--- config.mk ---
export PLATFORM = sky130hd
export DESIGN_NAME = seven_segment_frame_builder_unit
export DESIGN_NICKNAME = d
export VERILOG_FILES = /design/src/ssfb_pkg.sv /design/src/ssfb_front.sv /design/src/ssfb_cmd_queue.sv /design/src/ssfb_back.sv /design/src/seven_segment_frame_builder_unit.sv
export SDC_FILE = /design/constraint.sdc
export NUM_CORES = 1
export LEC_CHECK = 0
export BUFFER_PORTS_ARGS = -buffer_cell sky130_fd_sc_hd__clkbuf_2
export CORE_MARGIN = 2
export CORE_UTILIZATION = 45
export DETAILED_ROUTE_END_ITERATION = 10
export HOLD_SLACK_MARGIN = 0.05
export PLACE_DENSITY = 0.67
export SLEW_MARGIN = 25
export SYNTH_ARGS = -nofsm -noshare
export SYNTH_HDL_FRONTEND = slang
export SYNTH_SLANG_ARGS = --single-unit
--- constraint.sdc ---
create_clock -name clk -period 4.9 [get_ports clk]
set_input_delay 0.98 -clock clk [delete_from_list [all_inputs] [get_ports clk]]
set_output_delay 0.98 -clock clk [all_outputs]
set_load 0.02 [all_outputs]
--- src/ssfb_pkg.sv ---
// Shared types, codes, segment tables and helper functions of the
// seven-segment frame builder. Depends on nothing; used by every module.
package ssfb_pkg;

	// Default sizes
	localparam int GRID_COUNT_DEF  = 8;
	localparam int QUEUE_DEPTH_DEF = 2;

	// Request modes
	localparam logic [1:0] MODE_REFRESH = 2'd0;
	localparam logic [1:0] MODE_CLEAR   = 2'd1;
	localparam logic [1:0] MODE_DIM     = 2'd2;
	localparam logic [1:0] MODE_NONE    = 2'd3;

	// Register indexes on the configuration port
	localparam logic REG_DIM_FIRST  = 1'b0;
	localparam logic REG_DIM_SECOND = 1'b1;

	// Chip commands
	localparam logic [7:0] CMD_WRITE_INC = 8'h40;
	localparam logic [7:0] CMD_ADDR_ZERO = 8'hC0;
	localparam logic [7:0] CMD_DIM_HIGH  = 8'h8A;
	localparam logic [7:0] CMD_DIM_MID   = 8'h89;
	localparam logic [7:0] CMD_DIM_LOW   = 8'h80;

	// Segment patterns for letters and marks
	localparam logic [7:0] SEG_BLANK = 8'h00;
	localparam logic [7:0] SEG_DASH  = 8'h40;
	localparam logic [7:0] DOT_BIT   = 8'h80;
	localparam logic [7:0] SEG_U     = 8'h3E;
	localparam logic [7:0] SEG_P     = 8'h73;
	localparam logic [7:0] SEG_E     = 8'h79;
	localparam logic [7:0] SEG_L     = 8'h38;
	localparam logic [7:0] SEG_R     = 8'h31;
	localparam logic [7:0] SEG_A     = 8'h77;
	localparam logic [7:0] SEG_D     = 8'h3F;
	localparam logic [7:0] SEG_S     = 8'h6D;
	localparam logic [7:0] SEG_B     = 8'h7F;
	localparam logic [7:0] SEG_C     = 8'h39;

	// Position codes above the digits
	localparam logic [7:0] CODE_100 = 8'd100;
	localparam logic [7:0] CODE_101 = 8'd101;
	localparam logic [7:0] CODE_110 = 8'd110;
	localparam logic [7:0] CODE_111 = 8'd111;
	localparam logic [7:0] CODE_112 = 8'd112;
	localparam logic [7:0] CODE_DIGIT_MAX = 8'd9;

	// Colon selections
	localparam logic [7:0] COLON_BOTH   = 8'd1;
	localparam logic [7:0] COLON_SECOND = 8'd2;

	// One request as it travels from the front to the back
	typedef struct packed {
		logic [1:0]      mode;
		logic [7:0][7:0] seg;
		logic [7:0]      dim_first;
		logic [7:0]      dim_second;
	} ssfb_cmd_t;

	// Queue status seen by front and back
	typedef struct packed {
		logic full;
		logic empty;
	} ssfb_qstat_t;

	// Standard digit wiring
	function automatic logic [7:0] std_digit(input logic [3:0] d);
		logic [7:0] s;
		begin
			case (d)
				4'd0: s = 8'h3F;
				4'd1: s = 8'h06;
				4'd2: s = 8'h5B;
				4'd3: s = 8'h4F;
				4'd4: s = 8'h66;
				4'd5: s = 8'h6D;
				4'd6: s = 8'h7D;
				4'd7: s = 8'h07;
				4'd8: s = 8'h7F;
				4'd9: s = 8'h6F;
				default: s = SEG_BLANK;
			endcase
			return s;
		end
	endfunction

	// Alternate digit wiring of the first two positions
	function automatic logic [7:0] alt_digit(input logic [3:0] d);
		logic [7:0] s;
		begin
			case (d)
				4'd0: s = 8'h9F;
				4'd1: s = 8'h03;
				4'd2: s = 8'hAD;
				4'd3: s = 8'hA7;
				4'd4: s = 8'h33;
				4'd5: s = 8'hB6;
				4'd6: s = 8'hBE;
				4'd7: s = 8'h83;
				4'd8: s = 8'hBF;
				4'd9: s = 8'hB7;
				default: s = SEG_BLANK;
			endcase
			return s;
		end
	endfunction

	// Brightness index to command; index three saturates to the lowest
	function automatic logic [7:0] dim_code(input logic [1:0] level);
		logic [7:0] c;
		begin
			case (level)
				2'd0:    c = CMD_DIM_HIGH;
				2'd1:    c = CMD_DIM_MID;
				default: c = CMD_DIM_LOW;
			endcase
			return c;
		end
	endfunction

endpackage

--- src/ssfb_front.sv ---
// Front of the frame builder: takes requests and turns the position codes
// into segment bytes and brightness commands. Uses ssfb_pkg.
module ssfb_front
	import ssfb_pkg::*;
(
	input  logic        push,
	input  logic [1:0]  mode,
	input  logic [7:0]  level_tens,
	input  logic [7:0]  level_units,
	input  logic [7:0]  track_tens,
	input  logic [7:0]  track_units,
	input  logic [7:0]  minute_tens,
	input  logic [7:0]  minute_units,
	input  logic [7:0]  second_tens,
	input  logic [7:0]  second_units,
	input  logic [7:0]  colon_mode,
	input  logic [1:0]  dim_level_first,
	input  logic [1:0]  dim_level_second,
	input  ssfb_qstat_t qstat,
	output logic        full,
	output logic        q_wr,
	output ssfb_cmd_t   q_data
);

	logic [7:0] dot1;
	logic [7:0] dot2;
	logic [7:0][7:0] seg;

	// Accept when the queue has room; drop the unused mode here
	assign full = qstat.full;
	assign q_wr = push && !qstat.full && (mode != MODE_NONE);

	// Colon dots go on the first two positions of the second chip
	assign dot1 = (colon_mode == COLON_BOTH) ? DOT_BIT : SEG_BLANK;
	assign dot2 = ((colon_mode == COLON_BOTH) || (colon_mode == COLON_SECOND)) ?
		DOT_BIT : SEG_BLANK;

	// Decode each position
	always_comb begin
		seg[0] = (level_tens  <= CODE_DIGIT_MAX) ? alt_digit(level_tens[3:0])  : SEG_BLANK;
		seg[1] = (level_units <= CODE_DIGIT_MAX) ? alt_digit(level_units[3:0]) : SEG_BLANK;

		if (track_tens <= CODE_DIGIT_MAX) begin
			seg[2] = std_digit(track_tens[3:0]);
		end else begin
			case (track_tens)
				CODE_100: seg[2] = SEG_U;
				CODE_101: seg[2] = SEG_DASH;
				default:  seg[2] = SEG_BLANK;
			endcase
		end

		if (track_units <= CODE_DIGIT_MAX) begin
			seg[3] = std_digit(track_units[3:0]);
		end else begin
			case (track_units)
				CODE_100: seg[3] = SEG_P;
				CODE_101: seg[3] = SEG_DASH;
				default:  seg[3] = SEG_BLANK;
			endcase
		end

		if (minute_tens <= CODE_DIGIT_MAX) begin
			seg[4] = std_digit(minute_tens[3:0]) | dot1;
		end else begin
			case (minute_tens)
				CODE_100: seg[4] = SEG_DASH;
				CODE_101: seg[4] = SEG_E;
				CODE_110: seg[4] = SEG_L;
				default:  seg[4] = SEG_BLANK;
			endcase
		end

		if (minute_units <= CODE_DIGIT_MAX) begin
			seg[5] = std_digit(minute_units[3:0]) | dot2;
		end else begin
			case (minute_units)
				CODE_100: seg[5] = SEG_DASH;
				CODE_101: seg[5] = SEG_R;
				CODE_110: seg[5] = SEG_A;
				CODE_111: seg[5] = SEG_D;
				CODE_112: seg[5] = SEG_S;
				default:  seg[5] = SEG_BLANK;
			endcase
		end

		if (second_tens <= CODE_DIGIT_MAX) begin
			seg[6] = std_digit(second_tens[3:0]);
		end else begin
			case (second_tens)
				CODE_100: seg[6] = SEG_DASH;
				CODE_101: seg[6] = SEG_R;
				CODE_110: seg[6] = SEG_A;
				CODE_111: seg[6] = SEG_B;
				default:  seg[6] = SEG_BLANK;
			endcase
		end

		if (second_units <= CODE_DIGIT_MAX) begin
			seg[7] = std_digit(second_units[3:0]);
		end else begin
			case (second_units)
				CODE_100: seg[7] = SEG_DASH;
				CODE_110: seg[7] = SEG_C;
				default:  seg[7] = SEG_BLANK;
			endcase
		end
	end

	// Pack the request for the queue
	always_comb begin
		q_data.mode       = mode;
		q_data.seg        = seg;
		q_data.dim_first  = dim_code(dim_level_first);
		q_data.dim_second = dim_code(dim_level_second);
	end

endmodule

--- src/ssfb_cmd_queue.sv ---
// Short request queue between front and back of the frame builder.
// Register-based, depth of at least two. Uses ssfb_pkg.
module ssfb_cmd_queue
	import ssfb_pkg::*;
#(
	parameter int DEPTH = QUEUE_DEPTH_DEF
) (
	input  logic        clk,
	input  logic        arst_n,
	input  logic        wr,
	input  ssfb_cmd_t   wr_data,
	input  logic        rd,
	output ssfb_cmd_t   rd_data,
	output ssfb_qstat_t qstat
);

	localparam int PTR_W = $clog2(DEPTH);
	localparam int CNT_W = $clog2(DEPTH + 1);
	localparam logic [PTR_W-1:0] PTR_LAST = PTR_W'(DEPTH - 1);
	localparam logic [CNT_W-1:0] CNT_FULL = CNT_W'(DEPTH);

	ssfb_cmd_t        entry_q [DEPTH];
	logic [PTR_W-1:0] wr_ptr_q;
	logic [PTR_W-1:0] rd_ptr_q;
	logic [CNT_W-1:0] count_q;
	logic             do_wr;
	logic             do_rd;

	assign qstat.full  = (count_q == CNT_FULL);
	assign qstat.empty = (count_q == '0);
	assign do_wr       = wr && !qstat.full;
	assign do_rd       = rd && !qstat.empty;
	assign rd_data     = entry_q[rd_ptr_q];

	// Store the entry
	always_ff @(posedge clk) begin
		if (do_wr) begin
			entry_q[wr_ptr_q] <= wr_data;
		end
	end

	// Advance pointers and fill count
	always_ff @(posedge clk or negedge arst_n) begin
		if (!arst_n) begin
			wr_ptr_q <= '0;
			rd_ptr_q <= '0;
			count_q  <= '0;
		end else begin
			if (do_wr) begin
				wr_ptr_q <= (wr_ptr_q == PTR_LAST) ? '0 : wr_ptr_q + 1'b1;
			end
			if (do_rd) begin
				rd_ptr_q <= (rd_ptr_q == PTR_LAST) ? '0 : rd_ptr_q + 1'b1;
			end
			if (do_wr && !do_rd) begin
				count_q <= count_q + 1'b1;
			end else if (do_rd && !do_wr) begin
				count_q <= count_q - 1'b1;
			end
		end
	end

endmodule

--- src/ssfb_back.sv ---
// Back of the frame builder: walks the request at the queue head and, unless
// stalled, puts out one byte per cycle via an output register. Uses ssfb_pkg.
module ssfb_back
	import ssfb_pkg::*;
#(
	parameter int GRID_COUNT = GRID_COUNT_DEF
) (
	input  logic        clk,
	input  logic        arst_n,
	input  ssfb_cmd_t   cmd,
	input  ssfb_qstat_t qstat,
	output logic        q_rd,
	input  logic        pop,
	output logic        empty,
	output logic [7:0]  data_byte,
	output logic        target_chip,
	output logic        opens_frame,
	output logic        closes_frame,
	output logic        last_result
);

	localparam int BODY_MAX = (2 * GRID_COUNT > 8) ? 2 * GRID_COUNT : 8;
	localparam int IDX_W    = $clog2(BODY_MAX + 2);
	localparam logic [IDX_W-1:0] IDX_HEAD = IDX_W'(0);
	localparam logic [IDX_W-1:0] IDX_ADDR = IDX_W'(1);
	localparam logic [IDX_W-1:0] IDX_BODY = IDX_W'(2);
	localparam logic [IDX_W-1:0] REF_LAST = IDX_W'(9);
	localparam logic [IDX_W-1:0] CLR_LAST = IDX_W'(2 * GRID_COUNT + 1);

	logic [IDX_W-1:0] idx_q;
	logic             chip_q;
	logic             out_valid_q;
	logic [7:0]       data_q;
	logic             chip_out_q;
	logic             opens_q;
	logic             closes_q;
	logic             last_q;

	logic             load;
	logic             issue;
	logic [IDX_W-1:0] body;
	logic [2:0]       seg_sel;
	logic [7:0]       byte_n;
	logic             opens_n;
	logic             closes_n;
	logic             step_last;
	logic             chip_done;

	// Output register takes a new byte when empty or being drained
	assign load  = !out_valid_q || pop;
	assign issue = load && !qstat.empty;
	assign q_rd  = issue && step_last;

	assign body    = idx_q - IDX_BODY;
	assign seg_sel = {chip_q, body[2:1]};

	// Decode the current step of the request
	always_comb begin
		byte_n    = SEG_BLANK;
		opens_n   = 1'b0;
		closes_n  = 1'b0;
		step_last = 1'b1;
		chip_done = 1'b0;
		unique case (cmd.mode) inside
			MODE_REFRESH, MODE_CLEAR: begin
				if (idx_q == IDX_HEAD) begin
					byte_n   = CMD_WRITE_INC;
					opens_n  = 1'b1;
					closes_n = 1'b1;
				end else if (idx_q == IDX_ADDR) begin
					byte_n  = CMD_ADDR_ZERO;
					opens_n = 1'b1;
				end else if (cmd.mode == MODE_REFRESH) begin
					byte_n   = cmd.seg[seg_sel];
					closes_n = (idx_q == REF_LAST);
				end else begin
					closes_n = (idx_q == CLR_LAST);
				end
				chip_done = closes_n && (idx_q != IDX_HEAD);
				step_last = chip_done && chip_q;
			end
			MODE_DIM: begin
				byte_n    = chip_q ? cmd.dim_second : cmd.dim_first;
				opens_n   = 1'b1;
				closes_n  = 1'b1;
				chip_done = 1'b1;
				step_last = chip_q;
			end
			default: begin
				step_last = 1'b1;
			end
		endcase
	end

	// Advance through the request
	always_ff @(posedge clk or negedge arst_n) begin
		if (!arst_n) begin
			idx_q       <= '0;
			chip_q      <= 1'b0;
			out_valid_q <= 1'b0;
		end else begin
			if (issue) begin
				if (step_last) begin
					idx_q  <= '0;
					chip_q <= 1'b0;
				end else if (chip_done) begin
					idx_q  <= '0;
					chip_q <= 1'b1;
				end else begin
					idx_q <= idx_q + 1'b1;
				end
			end
			if (load) begin
				out_valid_q <= issue;
			end
		end
	end

	// Hold the byte until it is taken
	always_ff @(posedge clk) begin
		if (issue) begin
			data_q     <= byte_n;
			chip_out_q <= chip_q;
			opens_q    <= opens_n;
			closes_q   <= closes_n;
			last_q     <= step_last;
		end
	end

	assign empty        = !out_valid_q;
	assign data_byte    = data_q;
	assign target_chip  = chip_out_q;
	assign opens_frame  = opens_q;
	assign closes_frame = closes_q;
	assign last_result  = last_q;

endmodule

--- src/seven_segment_frame_builder_unit.sv ---
// Top level of the seven-segment frame builder: configuration registers,
// front decoder, request queue and byte sequencer.
// Depends on ssfb_pkg, ssfb_front, ssfb_cmd_queue and ssfb_back.
//
// Use: requests enter through a queue-like port (push/full) carrying a mode
// and eight position codes. Byte transfers leave through a queue-like port
// (empty/pop), each tagged with the chip strobe, the frame open/close points
// and a flag on the final byte of the request.
// A refresh gives 20 bytes, a clear 4 + 4*GRID_COUNT (36 at default), a dim
// two; mode 3 is taken and gives nothing.
// When the block is idle, a taken request is written into the queue and
// then its first byte is loaded into the output register and shows.
// While the receiver pops, the sequencer puts out one byte per cycle; a
// request already queued starts in the cycle after the previous one's
// last byte.
// Up to QUEUE_DEPTH decoded requests wait in the queue; full rises when it
// holds that many.
// When the receiver stalls, the output register holds its byte and the
// sequencer waits; the queue keeps taking requests until full.
// Reset empties queue and output register, and sets brightness indexes of
// the first and second chip to 0 and 1.
// The configuration port (APB, pready always high) holds the two brightness
// indexes at byte addresses 0 and 4.
module seven_segment_frame_builder_unit
	import ssfb_pkg::*;
#(
	parameter int GRID_COUNT  = GRID_COUNT_DEF,
	parameter int QUEUE_DEPTH = QUEUE_DEPTH_DEF
) (
	input  logic        clk,
	input  logic        arst_n,
	// Requests
	input  logic        push,
	output logic        full,
	input  logic [1:0]  mode,
	input  logic [7:0]  level_tens,
	input  logic [7:0]  level_units,
	input  logic [7:0]  track_tens,
	input  logic [7:0]  track_units,
	input  logic [7:0]  minute_tens,
	input  logic [7:0]  minute_units,
	input  logic [7:0]  second_tens,
	input  logic [7:0]  second_units,
	input  logic [7:0]  colon_mode,
	// Byte transfers
	output logic        empty,
	input  logic        pop,
	output logic [7:0]  data_byte,
	output logic        target_chip,
	output logic        opens_frame,
	output logic        closes_frame,
	output logic        last_result,
	// Configuration
	input  logic        psel,
	input  logic        penable,
	input  logic        pwrite,
	input  logic [2:0]  paddr,
	input  logic [31:0] pwdata,
	output logic [31:0] prdata,
	output logic        pready
);

	logic [1:0]  dim_first_q;
	logic [1:0]  dim_second_q;
	logic        cfg_wr;
	logic        q_wr;
	logic        q_rd;
	ssfb_cmd_t   q_wdata;
	ssfb_cmd_t   q_rdata;
	ssfb_qstat_t qstat;

	// Configuration registers
	assign pready = 1'b1;
	assign cfg_wr = psel && penable && pwrite && pready;

	always_ff @(posedge clk or negedge arst_n) begin
		if (!arst_n) begin
			dim_first_q  <= 2'd0;
			dim_second_q <= 2'd1;
		end else if (cfg_wr) begin
			unique case (paddr[2])
				REG_DIM_FIRST:  dim_first_q  <= pwdata[1:0];
				REG_DIM_SECOND: dim_second_q <= pwdata[1:0];
				default:        dim_first_q  <= dim_first_q;
			endcase
		end
	end

	assign prdata = (paddr[2] == REG_DIM_SECOND) ? {30'd0, dim_second_q} :
		{30'd0, dim_first_q};

	ssfb_front u_front (
		.push             (push),
		.mode             (mode),
		.level_tens       (level_tens),
		.level_units      (level_units),
		.track_tens       (track_tens),
		.track_units      (track_units),
		.minute_tens      (minute_tens),
		.minute_units     (minute_units),
		.second_tens      (second_tens),
		.second_units     (second_units),
		.colon_mode       (colon_mode),
		.dim_level_first  (dim_first_q),
		.dim_level_second (dim_second_q),
		.qstat            (qstat),
		.full             (full),
		.q_wr             (q_wr),
		.q_data           (q_wdata)
	);

	ssfb_cmd_queue #(
		.DEPTH (QUEUE_DEPTH)
	) u_queue (
		.clk     (clk),
		.arst_n  (arst_n),
		.wr      (q_wr),
		.wr_data (q_wdata),
		.rd      (q_rd),
		.rd_data (q_rdata),
		.qstat   (qstat)
	);

	ssfb_back #(
		.GRID_COUNT (GRID_COUNT)
	) u_back (
		.clk          (clk),
		.arst_n       (arst_n),
		.cmd          (q_rdata),
		.qstat        (qstat),
		.q_rd         (q_rd),
		.pop          (pop),
		.empty        (empty),
		.data_byte    (data_byte),
		.target_chip  (target_chip),
		.opens_frame  (opens_frame),
		.closes_frame (closes_frame),
		.last_result  (last_result)
	);

	// The final byte of a request always closes a frame
	a_last_closes: assert property (@(posedge clk) disable iff (!arst_n)
		(!empty && last_result) |-> closes_frame)
		else $error("last byte of a request does not close its frame");

	// A write-mode command frame is one byte long
	a_cmd_frame: assert property (@(posedge clk) disable iff (!arst_n)
		(!empty && opens_frame && data_byte == CMD_WRITE_INC) |-> closes_frame)
		else $error("command frame left open");

	// An idle block shows a new request's first byte via queue and output register
	a_first_byte: assert property (@(posedge clk) disable iff (!arst_n)
		(push && !full && mode != MODE_NONE && empty && qstat.empty) |-> ##2 !empty)
		else $error("first byte of a request did not appear");

endmodule
# == Word level (Yosys, flattened, before mapping) ==
# Memory sizes are Yosys's and may differ from the RTL's.
# Cells that the tools add are included.
# word_totals
ramBits,148
out_inout_bits,47
reg_bits,27
rom_bits,896
word_cells,148
mem_count,9
inputBits,116
# classes
add_sub_neg,6
n_eq_ne,29
order_cmp,9
n_bitwise,3
n_mux,48
reduce_logical,31
# memory_table
name,depth,word_bits,read_ports,rd_ports_with_merged_regs,write_ports,line,text
u_queue.entry_q,2,74,1,0,1,ssfb_cmd_queue.sv:22,ssfb_cmd_t entry_q [DEPTH];
(no name shown),16,7,1,0,0,ssfb_pkg.sv:92,case (d)
(no name shown),16,7,1,0,0,ssfb_pkg.sv:92,
(no name shown),16,7,1,0,0,ssfb_pkg.sv:71,case (d)
(no name shown),16,7,1,0,0,ssfb_pkg.sv:71,
(no name shown),16,7,1,0,0,ssfb_pkg.sv:71,
+3 memories,n/a,n/a,n/a,n/a,n/a,n/a,
# op_table
operator,count
8-bit by 7-bit equality test with 1-bit output (second input constant),18
8-bit two-way mux,17
8-bit by 4-bit <= comparator with 1-bit output (second input constant),8
7-bit case mux with 2 select lines,3
7-bit case mux with 5 select lines,1
7-bit case mux with 4 select lines,1
8-bit binary-select mux with 3-bit select,1
7-bit case mux with 3 select lines,1
8-bit OR,2
4-bit case mux with 2 select lines,2
8-bit case mux with 2 select lines,1
1-bit logical AND,12
1-bit two-way mux,12
5-bit two-way mux,2
8-bit by 1-bit equality test with 1-bit output (second input constant),1
8-bit by 2-bit equality test with 1-bit output (second input constant),1
2-bit logical NOT,4
1-bit case mux with 2 select lines,4
2-bit by 1-bit equality test with 1-bit output (second input constant),3
2-bit two-way mux,3
2-bit AND reduction,3
5-bit by 1-bit adder with 5-bit output (second input constant),1
5-bit by 1-bit equality test with 1-bit output (second input constant),1
5-bit by 4-bit equality test with 1-bit output (second input constant),1
other kinds (15),23

# == Longest topological paths before layout ==
# An unclocked memory read counts as a cell.
# logic_depth
ltp_word,14
depth_mapped,13
mapped_depth_nobuf,11

# == Cells and area by module ==
# From an unflattened synthesis, not the netlist that was laid out.
# hier_totals
hier_cells,832
area_unflattened_um2,10857.9
# modules_own_cells
module,n_inst,area_each_um2,cells_per_inst,seq_area_each_um2
ssfb_cmd_queue,1,6463.7,274,5024.8
ssfb_front,1,2448.6,392,0.0
ssfb_back,1,1506.4,121,535.5
seven_segment_frame_builder_unit,1,439.2,45,101.3

# == Least setup slack after synthesis ==
# No wires, ideal clock.
# synth_timing
path_kind,in2reg
start,input mode[0]
end,memory u_queue.entry_q[0][0] in the netlist's numbering (enable)
setup_time_ns,0.491
stages,3
arrival_ns,3.932
required_time_ns,4.409
path_buffers,0
setup_slack_ns,0.478
path_cell_list,nand2_1 > nand3_1 > nor2_1
# synth_between
elab_chain_cells,5
# synth_lines
item,line,text
"start, declared",seven_segment_frame_builder_unit.sv:35,"input logic [1:0] mode,"
2-bit inequality test,ssfb_front.sv:31,assign q_wr = push && !qstat.full && (mode != MODE_NONE);
1-bit logical AND,ssfb_front.sv:31,
1-bit logical AND,ssfb_cmd_queue.sv:31,assign do_wr = wr && !qstat.full;
1-bit two-way mux,ssfb_cmd_queue.sv:37,if (do_wr) begin
1-bit two-way mux (implied by the code),ssfb_cmd_queue.sv:38,entry_q[wr_ptr_q] <= wr_data;
"end, declared",ssfb_cmd_queue.sv:22,
# No other way between the ends.

# == Final worst setup path ==
# layout_timing
start,register u_queue.rd_ptr_q
end,register u_queue.count_q[1]
# layout_between
elab_chain_cells,14
elab_cells_between_ends,19
classes_between,2 x eq/ne; 6 x mux; 10 x reduce/logical; 1 x memory
# layout_lines
item,line,text
"start, declared",ssfb_cmd_queue.sv:24,logic [PTR_W-1:0] rd_ptr_q;
"start signal, assigned",ssfb_cmd_queue.sv:53,rd_ptr_q <= (rd_ptr_q == PTR_LAST) ? '0 : rd_ptr_q + 1'b1;
memory read 2 x 74 bit (*),n/a,
2-bit logical NOT,ssfb_back.sv:73,end else if (cmd.mode == MODE_REFRESH) begin
1-bit two-way mux,ssfb_back.sv:73,
1-bit two-way mux,ssfb_back.sv:70,end else if (idx_q == IDX_ADDR) begin
1-bit two-way mux,ssfb_back.sv:66,if (idx_q == IDX_HEAD) begin
1-bit two-way mux,ssfb_back.sv:64,unique case (cmd.mode) inside
1-bit logical AND,ssfb_back.sv:79,chip_done = closes_n && (idx_q != IDX_HEAD);
1-bit logical AND,ssfb_back.sv:80,step_last = chip_done && chip_q;
1-bit case mux with 2 select lines (*),ssfb_back.sv:64,
1-bit logical AND (*),ssfb_back.sv:52,assign q_rd = issue && step_last;
1-bit logical AND (*),ssfb_cmd_queue.sv:32,assign do_rd = rd && !qstat.empty;
1-bit logical NOT,ssfb_cmd_queue.sv:55,if (do_wr && !do_rd) begin
1-bit logical AND,ssfb_cmd_queue.sv:55,
2-bit two-way mux or 2-bit nonzero test (tied branches),n/a,
"end signal, assigned",ssfb_cmd_queue.sv:56,count_q <= count_q + 1'b1;
"end signal, assigned",ssfb_cmd_queue.sv:58,count_q <= count_q - 1'b1;
"end, declared",ssfb_cmd_queue.sv:25,logic [CNT_W-1:0] count_q;
# Mark *: on every way between the ends. The rest lies on a longest branch, timed or not. The select of a mux whose other input is x is not followed.
# A chain may end at the register's enable or synchronous reset.

==> impl_metrics.toml <==
[yosys]
syn_area_um2 = 8780
yosys_warnings = 0
synthArstFlopShare = 0.0943
synthFlopType = "edfxtp_1"
synthesis.instances = 708
yosysSeqAreaShare = 0.536
synth-edff-count = 144
synth_cell_types = 66
ys_seq_elements = 159
synth_area_per_cell_um2 = 12.4

[detailed_routing]
antenna_left = 0
drtIter0Drc = 398
drtPass1Iterations = 7
avgViaCountPerCell = 5.17
vias = 5624
wire_per_inst_um = 15.4
drc = 0
wl_mm = 16.8

[placement]
portBuffers = 99
dpl_worst_slack_ps = 1930
gp_congestion = 0.842
hpwl_mm = 12.3

[clock_network]
cts_resized = 0
cts_hold_buf = 0
cts_root_buf = "clkbuf_16"
cts_tree = "yes"
numCtsBuffers = 17
clk_latency_ps = 430
clock_tree.buffer_depth = 2
path_clk_slew_ps = 60
h-tree-depth = 4
clock-sinks = 159
post_cts.repair.setup_buffers = 0

[timing]
finalSetupViolations = 0
hold_viol_final = 0
rsz0062_at_grt = "no"
final-max-slew-violation-count = 0
skew_ps = 8.12
finalCritPeriodShare = 0.592
period_needed_ps = 2900
finalSetupTns_ps = 0
worst_slew_pin_slew_ps = 834
timing.final.ws_setup_ps = 2000
max_freq_ghz = 0.345
slew_headroom = 0.444

[power_and_ir_drop]
pwr-share-clk = 0.278
p_int_uw = 3220
seq_power_share = 0.418
power-per-cell-area_nw_per_um2 = 475
pwr-share-comb = 0.304
leakage_uw = 0.00405
ir_worst_vdd_mv = 0.335
power.switching_uw = 1530
swShare = 0.322

[layout]
num-fill-cells = 1670
final_core_util = 0.519
drive_gt1_frac = 0.221
nets = 974
areaGrowthSynthToFinish_pct = 14.0
antenna_cells = 0

[die]
start_util = 0.455
die_h_um = 144
die_area_um2 = 20600
core_area_um2 = 19300
fp-row-count = 51
io_pins = 163
die_x_um = 144

[setup_path]
critPathMaxFanout = 23
crit_type = "register to register"
reg2regPathDepth = 9
r2r-start = "u_queue.rd_ptr_q$_DFFE_PN0P_"
end_kind = "register"
worstPathArrival_ps = 3250
cp.required_ps = 5250
start_kind = "register"
r2r_end = "u_queue.count_q[1]$_DFFE_PN0P_"
ff2ff_setup_slack_ps = 2000

[global_routing]
antenna_found_initial = 0
grt_pass1_wl_mm = 26.6
gr-total-overflow = 0
grt_util_all_layers = 0.168
grt_start_max_net_pins = 52
grt_pass1_vias = 5255

[flow_run]
maxCapViolCount = 0

[run_status]
outcome = "finished clean"

[hold_path]
min_path_type = "primary input to asynchronous set/reset pin"
[layout by cell type (no fill, tap or decap), types with 3 or more instances in the layout]
| cell type | instances |
|---|---|
| clkinv_4 | 5 |
| edfxtp_1 | 144 |
| inv_6 | 6 |
| clkbuf_16 | 17 |
| inv_1 | 51 |
| o21ai_1 | 4 |
| mux4_2 | 22 |
| a21oi_1 | 48 |
| o21bai_1 | 3 |
| ha_1 | 49 |
| mux4_1 | 13 |
| nor2b_1 | 9 |
| mux2i_1 | 7 |
| a211oi_1 | 7 |
| nand2_1 | 49 |
| buf_4 | 6 |
| dfrtp_1 | 14 |
| clkbuf_2 | 99 |
| nor4_1 | 7 |
| a32o_1 | 4 |
| nand3_1 | 10 |
| nand4_1 | 4 |
| nand2b_1 | 14 |
| o22ai_1 | 7 |
| xor2_1 | 3 |
| xnor2_1 | 3 |
| nor3_1 | 12 |
| o21ai_0 | 51 |
| conb_1 | 31 |
| nor2_1 | 61 |
| mux2_2 | 9 |
[cells by family after synthesis]
kind of cell,count (synthesis),synth area share
buffers and inverters,103,0.0629
muxes,52,0.117
xor gates and xnor gates,6,0.00599
AOI/OAI and AO/OA,150,0.104
adders and majority gates,49,0.0699
and+or+nand+nor,187,0.104
DFF,159,0.536
other,2,0.000856
[stage by stage]
step / power [uW] / hold WS (ps) / instances / area [um2]
finish: 4750 / 473 / 1087 / 10000
global placement: 3440 / 484 / 1055 / 9410
global route: 5000 / 493 / 1087 / 10000
detailed placement: 3470 / 488 / 1055 / 9410
CTS: 4790 / 477 / 1087 / 10000
floorplan: 3110 / 423 / 737 / 8890
[state kept, by name, summed over array words and instances, names as in the netlist]
signal and flops:
u_queue.rd_ptr_q 1, u_queue.entry_q 132, u_back.out_valid_q 1, dim_second_q 2, u_queue.wr_ptr_q 1, dim_first_q 2
u_back.idx_q 5, u_queue.count_q 2, u_back.chip_q 1, u_back.target_chip 1, u_back.last_result 1, u_back.closes_frame 1
u_back.data_byte 8, u_back.opens_frame 1
[layout make-up]
type	instances	area, um2	area share
Clock buffer	17	425	0.0425
Tap cell	265	332	0.0331
Sequential cell	159	4700	0.470
Multi-Input combinational cell	475	3640	0.364
Inverter	51	191	0.0191
Clock inverter	15	175	0.0175
Timing Repair Buffer	105	541	0.0540
[how the worst max path moves through the flow]
stage                                       end  slack [ps]  depth (start not counted)                          from
3_5_place_dp   u_queue.entry_q[1][55]$_DFFE_PP_        1930                          6                       mode[0]
4_1_cts          u_queue.count_q[1]$_DFFE_PN0P_        1970                          9  u_queue.rd_ptr_q$_DFFE_PN0P_
3_3_place_gp   u_queue.entry_q[1][68]$_DFFE_PP_        1950                          6                       mode[0]
2_1_floorplan   u_queue.entry_q[0][0]$_DFFE_PP_         480                          3                       mode[0]
6_report         u_queue.count_q[1]$_DFFE_PN0P_        2000                          9  u_queue.rd_ptr_q$_DFFE_PN0P_
5_1_grt          u_queue.count_q[1]$_DFFE_PN0P_        1800                         10  u_queue.rd_ptr_q$_DFFE_PN0P_
[synth_stat cells (3+ instances only)]
master    count  area (um2)
nor2_1       62         233
o21ai_0      51         255
nand4_1       4        25.0
o21ai_1       4        20.0
xor2_1        3        26.3
nor3_1       12        60.1
xnor2_1       3        26.3
buf_6         3        33.8
o22ai_1       7        43.8
mux2i_1       7        70.1
nand3_1      10        50.1
nand2_1      49         184
mux2_2        9         101
buf_2         5        25.0
a211oi_1      7        52.6
nand2b_1     14        87.6
a32o_1        4        40.0
dfrtp_1      14         350
a21oi_1      48         240
nor2b_1       9        56.3
edfxtp_1    144        4320
mux4_2       22         495
inv_1        51         191
nor4_1        7        43.8
mux4_1       13         342
clkbuf_1     11        41.3
buf_4        32         240
ha_1         49         613
o21bai_1      3        22.5
[power by group through the flow]
| stage | Combinational, uW | Clock (uW) | Sequential (uW) |
|---|---|---|---|
| 3_5_place_dp | 1460 | 0 | 2010 |
| 4_1_cts | 1460 | 1340 | 1990 |
| 6_report | 1440 | 1320 | 1980 |
| 2_1_floorplan | 1090 | 0 | 2020 |
| 5_1_grt | 1580 | 1400 | 2020 |
| 3_3_place_gp | 1440 | 0 | 2000 |
[per-layer routing]
| layer | vias to the layer above | wire [um] | share of wire | GRT usage |
|---|---|---|---|---|
| met5 | - | 0 | 0 | 0 |
| met1 | 2710 | 7650 | 0.46 | 0.225 |
| met4 | 0 | 165 | 0.0098 | 0.0449 |
| met3 | 14 | 608 | 0.036 | 0.0327 |
| li1 | 2781 | - | - | - |
| met2 | 119 | 8340 | 0.50 | 0.282 |
[worst max-delay path, cell delays in order (launching register included)]
cell and delay (ps):
dfrtp_1 630, buf_4 480, mux2_4 380, nor3_4 290, o21ai_1 140, a21oi_2 240
inv_1 60, ha_1 320, nor2_1 130, xor2_1 150
(Power assumes the default switching activity.)
